===== src/sv/ghbs_pkg.sv =====
// ----------------------------------------------------------------------------
// ghbs_pkg
// Shared types and constants for the grayscale histogram bar scaler.
// ----------------------------------------------------------------------------
`default_nettype none

package ghbs_pkg;

    localparam int NUM_BINS = 256;
    localparam int BIN_W    = 8;
    localparam int CMD_W    = 2;
    localparam int SCALE_W  = 8;
    localparam int OUT_W    = 24;

    localparam logic [SCALE_W-1:0] SCALE_RESET = 8'd100;

    localparam logic [CMD_W-1:0] CMD_COUNT = 2'd0;
    localparam logic [CMD_W-1:0] CMD_QUERY = 2'd1;
    localparam logic [CMD_W-1:0] CMD_CLEAR = 2'd2;

    // control from the sequencer to the scaling unit
    typedef struct packed {
        logic start;
        logic ack;
    } div_ctl_t;

endpackage

`default_nettype wire


===== src/sv/ghbs_div.sv =====
// ----------------------------------------------------------------------------
// ghbs_div
// Bit-serial bar height unit: shift-add multiply of scale by count, then
// restoring division by the maximum, one quotient bit per cycle, with
// round-to-nearest, ties to even.
// ----------------------------------------------------------------------------
`default_nettype none

module ghbs_div #(
    parameter int COUNT_BITS = 24
) (
    input  wire logic                            clk,
    input  wire logic                            rst_n,
    input  wire ghbs_pkg::div_ctl_t              ctl,
    input  wire logic [COUNT_BITS-1:0]           count,
    input  wire logic [COUNT_BITS-1:0]           maximum,
    input  wire logic [ghbs_pkg::SCALE_W-1:0]    scale,
    output logic                                 done,
    output logic      [ghbs_pkg::SCALE_W-1:0]    height
);

    localparam int NUMW   = COUNT_BITS + ghbs_pkg::SCALE_W;
    localparam int STEP_W = $clog2(ghbs_pkg::SCALE_W);
    localparam logic [STEP_W-1:0] STEP_LAST = STEP_W'(ghbs_pkg::SCALE_W - 1);

    localparam logic [1:0] PH_IDLE = 2'd0;
    localparam logic [1:0] PH_MUL  = 2'd1;
    localparam logic [1:0] PH_DIV  = 2'd2;
    localparam logic [1:0] PH_DONE = 2'd3;

    logic [1:0]                     phase_reg;
    logic [1:0]                     phase_next;
    logic [STEP_W-1:0]              step_reg;
    logic [NUMW-1:0]                rem_reg;
    logic [NUMW-1:0]                dvs_reg;
    logic [ghbs_pkg::SCALE_W-1:0]   sh_reg;
    logic [ghbs_pkg::SCALE_W-1:0]   q_reg;

    logic [NUMW:0]                  trial;
    logic [NUMW-1:0]                addend;
    logic [COUNT_BITS:0]            twice_rem;
    logic [COUNT_BITS:0]            max_ext;
    logic                           rnd_up;

    always_comb
    begin
        addend    = sh_reg[ghbs_pkg::SCALE_W-1] ? NUMW'(count) : '0;
        trial     = {1'b0, rem_reg} - {1'b0, dvs_reg};
        twice_rem = {rem_reg[COUNT_BITS-1:0], 1'b0};
        max_ext   = {1'b0, maximum};
        rnd_up    = (twice_rem > max_ext) || ((twice_rem == max_ext) && q_reg[0]);
        height    = (maximum == '0) ? '0
                  : q_reg + {{(ghbs_pkg::SCALE_W-1){1'b0}}, rnd_up};
        done      = (phase_reg == PH_DONE);
    end

    always_comb
    begin
        phase_next = phase_reg;
        unique case (phase_reg)
            PH_IDLE:
            begin
                if (ctl.start)
                begin
                    phase_next = PH_MUL;
                end
            end
            PH_MUL:
            begin
                if (step_reg == STEP_LAST)
                begin
                    phase_next = PH_DIV;
                end
            end
            PH_DIV:
            begin
                if (step_reg == STEP_LAST)
                begin
                    phase_next = PH_DONE;
                end
            end
            PH_DONE:
            begin
                if (ctl.ack)
                begin
                    phase_next = PH_IDLE;
                end
            end
            default:
            begin
                phase_next = PH_IDLE;
            end
        endcase
    end

    always_ff @(posedge clk or negedge rst_n)
    begin
        if (!rst_n)
        begin
            phase_reg <= PH_IDLE;
            step_reg  <= '0;
        end
        else
        begin
            phase_reg <= phase_next;
            if (phase_reg == PH_MUL || phase_reg == PH_DIV)
            begin
                step_reg <= step_reg + 1'b1;
            end
            else
            begin
                step_reg <= '0;
            end
        end
    end

    always_ff @(posedge clk)
    begin
        if (phase_reg == PH_IDLE && ctl.start)
        begin
            rem_reg <= '0;
            sh_reg  <= scale;
            q_reg   <= '0;
        end
        else if (phase_reg == PH_MUL)
        begin
            rem_reg <= {rem_reg[NUMW-2:0], 1'b0} + addend;
            sh_reg  <= {sh_reg[ghbs_pkg::SCALE_W-2:0], 1'b0};
            // divisor aligned to the top quotient bit
            dvs_reg <= NUMW'(maximum) << (ghbs_pkg::SCALE_W - 1);
        end
        else if (phase_reg == PH_DIV)
        begin
            if (!trial[NUMW])
            begin
                rem_reg <= trial[NUMW-1:0];
            end
            q_reg   <= {q_reg[ghbs_pkg::SCALE_W-2:0], ~trial[NUMW]};
            dvs_reg <= {1'b0, dvs_reg[NUMW-1:1]};
        end
    end

endmodule

`default_nettype wire


===== config.mk =====
export PLATFORM = sky130hd
export DESIGN_NAME = ghbs_div
export DESIGN_NICKNAME = d
export VERILOG_FILES = /design/src/sv/ghbs_pkg.sv /design/src/sv/ghbs_div.sv
export SDC_FILE = /design/constraint.sdc
export NUM_CORES = 1
export LEC_CHECK = 0
export ABC_AREA = 0
export BUFFER_PORTS_ARGS = -buffer_cell sky130_fd_sc_hd__buf_2
export CAP_MARGIN = 20
export CORE_UTILIZATION = 55
export DETAILED_ROUTE_END_ITERATION = 8
export GPL_TIMING_DRIVEN = 1
export PLACE_DENSITY = 0.85
export SYNTH_ARGS = -nofsm -noshare
export SYNTH_HDL_FRONTEND = slang
export SYNTH_SLANG_ARGS = --single-unit

===== constraint.sdc =====
create_clock -name clk -period 3.6 [get_ports clk]
set_input_delay 0.18 -clock clk [delete_from_list [all_inputs] [get_ports clk]]
set_output_delay 0.18 -clock clk [all_outputs]
set_load 0.01 [all_outputs]

== Word-level counts from Yosys, hierarchy flattened ==
Index checks and enable logic that the tools add are counted.
Storage, ports and cells
  flip-flop bits (word level): 84
  input port bits: 60
  output and inout port bits: 9
Cells by class
  add/sub/neg operators: 4
  magnitude comparators: 1
  equal/unequal tests: 10
  muxes and demuxes: 15
  bitwise operators: 3
  reductions and logical operators: 12
Operators with widths (count)
  $mux 32: 3
  $mux 31: 2
  $sub 32x31->33: 1
  $add 32x24->32: 1
  $eq 25x24->1: 1
  $gt 25x24->1: 1
  $logic_not 24->1: 1
  $mux 24: 1
  $mux 8: 3
  $add 8x1->8: 1
  $mux 2: 4
  $ne 2x2->1 const B: 4
  $pmux 2 s4: 1
  $reduce_and 2->1: 3
  $eq 2x2->1 const B: 2
  $reduce_and 4->1: 1
  $reduce_bool 2->1: 2
  $add 3x1->3 const B: 1
  $eq 3x3->1 const B: 1
  $mux 3: 1
  $not 1->1: 3
  $eq 2x1->1 const B: 1
  $logic_and 1x1->1: 2
  $logic_not 2->1: 1
  2 further kinds: 3

== Longest topological paths before layout ==
  depth after elaboration: 5
  gate-level depth with buffers: 15

== Worst setup path after synthesis ==
OpenSTA, ideal clock, no wires.
  path kind: register -> register
  start: reg sh_reg[7] (netlist name)
  end: reg rem_reg[24]
  arrival: 2.859 ns
  data required time: 3.473 ns
  slack: 0.614 ns
  cell stages (with the launch flop): 12
  buffers on the path: 1
  clock period less this slack: 2.986 ns
  cells stage by stage: edfxtp_1 -> clkbuf_1 -> and2_1 -> ha_1 -> a21o_1 -> a21o_1 -> a221o_1 -> or3_1 -> o211ai_1 -> and3_1 -> nor3_1 -> or3_1
Between the ends
  word-level cells in the longest chain between the ends: 3
RTL lines
  start: declaration: line ghbs_div.sv:36  | logic [ghbs_pkg::SCALE_W-1:0] sh_reg;
  start signal: assignment: line ghbs_div.sv:122  | sh_reg <= scale;
  start signal: assignment: line ghbs_div.sv:128  | sh_reg <= {sh_reg[ghbs_pkg::SCALE_W-2:0], 1'b0};
  $mux 24: line ghbs_div.sv:47  | addend = sh_reg[ghbs_pkg::SCALE_W-1] ? NUMW'(count) : '0;
  $add 32x24->32: line ghbs_div.sv:127  | rem_reg <= {rem_reg[NUMW-2:0], 1'b0} + addend;
  $mux 32: line ghbs_div.sv:125  | else if (phase_reg == PH_MUL)
  end signal: assignment: line ghbs_div.sv:127
  end signal: assignment: line ghbs_div.sv:136  | rem_reg <= trial[NUMW-1:0];
  end: declaration: line ghbs_div.sv:34  | logic [NUMW-1:0] rem_reg;
Every way passes these cells.
A chain may end at the register's enable or synchronous reset.

== Final worst setup path ==
Same ends and word-level chain as after synthesis.

==> out/metrics.yaml <==
most-common-layout-cells: "nand2_1, nor2_1, ha_1"
cts_max_level: 3
place_congestion: 1.00
slew_headroom: 0.573
clk_path_buf_depth: 2
routed_wl_um: 20100
endpoint_kind: "flop"
antenna_cells: 0
io_pins: 69
r2r-end: "rem_reg[24]"
drt_first_pass_iters: 7
finalMaxSlewViolations: 0
yosysWarnings: 0
grt-ovfl-total: 0
io_buffers: 68
dr_total_vias: 7471
clk_pin_slew_ps: 60
fp.dieW_um: 121
timing.critical_path.mode_cell: "a211oi_1"
crit_chain: "nand2_1, inv_1, ha_1, a211oi_1, o21bai_1, a211oi_1, a21oi_1, o211ai_1, and3_1, nor3_1, or3_1"
grt_pass1_wl_um: 32300
critPathRequiredTime_ps: 3840
grt_usage: 0.280
synth_cell_type_count: 71
ctsResizeCount: 0
crit_path_start_kind: "flop"
yosysTopAreaCell: "edfxtp_1"
area_growth_pct: 10.3
clock_skew_ps: 7.60
path_delay_family: "compound AO/OA/AOI/OAI gates"
synth_top_area_frac: 0.150
cp_num_cells: 11
worstRegToRegCells: 11
max-cap-violations: 0
synth.area.top_cells: "edfxtp_1, ha_1, dfxtp_1"
remaining_drc_errors: 0
drive_above_1_share: 0.107
cts_tree: "built"
reg2reg_slack_ps: 220
antenna_found_initial: 0
period_minus_slack_ps: 3380
final_common_cell: "nand2_1"
setup_violations: 0
synth_cells: 989
ys_async_sr_fraction: 0.0595
core-area_um2: 13900
cp_slowest_cell: "edfxtp_1"
grt_max_degree: 55
fin_setup_tns_ps: 0
clock_latency_ps: 350
largest_register_ffs: 32
grt_setup_unrepaired: "false"
tightest_slew_ps: 637
worstSetupPathType: "reg -> reg"
synth_nets: 1137
outcome: "finished clean"
dieArea_um2: 14700
hold_path.class: "in -> reg"
grt_pass1_vias: 6668
cp_data_arrival_time_ps: 3610
avgSynthCellArea_um2: 7.92
critPathCapture: "rem_reg[24]"
slowest_delay_ps: 560
startpoint: "sh_reg[7]"
avgRoutedWirePerCell_um: 16.4
place_hpwl_um: 15800
cts-root-buf: "clkbuf_16"
synth_edf_count: 39
fin_nets: 1188
final_antenna_net_count: 0
rows: 43
initial_core_util: 0.564
critPathBufInv: 1
fin_crit_sh: 0.938
ys_ff_latch: 84
synth_seq_area_share: 0.268
die_h_um: 121
viasPerCell: 6.10
max_freq_ghz: 0.296
hold_violations: 0
drt_iter0_markers: 649
r2r_start: "sh_reg[7]"
clock_sinks: 84
synth_flop_cell: "dfxtp_1"
cp_max_fo: 11
n_fill_cell: 1213
syn_area_um2: 7830
numCtsBuffers: 9
per-stage QoR:
stage / util / cells / instance area [µm²] / hold slack (ps) / worst slack (ps)
after CTS: 0.622 / 1224 / 8630 / 74.6 / 160
after global routing: 0.622 / 1225 / 8640 / 110 / 21.6
after detailed placement: 0.599 / 1207 / 8310 / 4.96 / 181
final: 0.622 / 1225 / 8640 / 85.4 / 223
after floorplan: - / 989 / 7830 / -116 / 614
after global placement: 0.599 / 1207 / 8310 / -5.08 / 243
metal layers:
layer	up-vias	share of wire	global-route usage	routed length, µm
li1	3658	-	-	-
met2	332	0.42	0.400	8370
met5	-	0	0	0
met1	3445	0.47	0.414	9520
met3	36	0.088	0.0423	1780
met4	0	0.023	0.115	469
kinds of logic (layout without fill, tap and decap cells):
kind of cell	count (synthesis)	after routing	share of synthesized area
compound gates	283	283	0.240
xor+xnor	51	51	0.0570
fa+ha+maj	88	88	0.142
buf+inv	121	177	0.0618
flops	84	84	0.268
mux	15	15	0.0193
simple gates	347	347	0.212
layout make-up:
| class | instances | area [µm²] | area share |
|---|---|---|---|
| Clock inverter | 4 | 27.5 | 0.00319 |
| Timing Repair Buffer | 81 | 453 | 0.0524 |
| Clock buffer | 12 | 279 | 0.0323 |
| Inverter | 80 | 300 | 0.0348 |
| Sequential cell | 84 | 2100 | 0.243 |
| Tap cell | 180 | 225 | 0.0261 |
| Multi-Input combinational cell | 784 | 5250 | 0.608 |
how the worst min path moves through the flow:
stage               slack, ps           end  cells after the start     start
floorplan                -120  phase_reg[0]                      0     rst_n
global placement           -5   step_reg[2]                      1     rst_n
detailed placement          5  phase_reg[1]                      1     rst_n
CTS                        70     sh_reg[3]                      3  scale[3]
global route              110     sh_reg[4]                      3  scale[4]
finish                     90     sh_reg[1]                      3  scale[1]
cells in the mapped netlist (all sizes together), types with 8 or more instances:
cell type and instances:
nand2 106, mux2i 14, and2 27, xor2 14
clkbuf 25, inv 80, o21a 11, nand4 17
a211oi 30, buf 16, a21o 32, o21bai 8
xnor2 37, dfxtp 40, edfxtp 39, nor3 18
o21ai 63, a31oi 11, a21oi 69, ha 86
nor2 100, nor4 10, nand3 25, o211ai 11
tightest hold or removal path, delay by kind of cell:
| family | cells | cell delay, ps |
|---|---|---|
| buffers and inverters | 1 | 70 |
| AND/OR/NAND/NOR | 2 | 90 |
timing repair:
action	4_1_cts	5_1_grt
hold endpoints to repair	5	0
hold buffers	1	0
endpoints found under the setup margin	0	7
buffers inserted	0	1
Power is left out: the tool's default activity adds up to more than one toggle a clock period on the data nets, which glitch-free logic cannot reach.
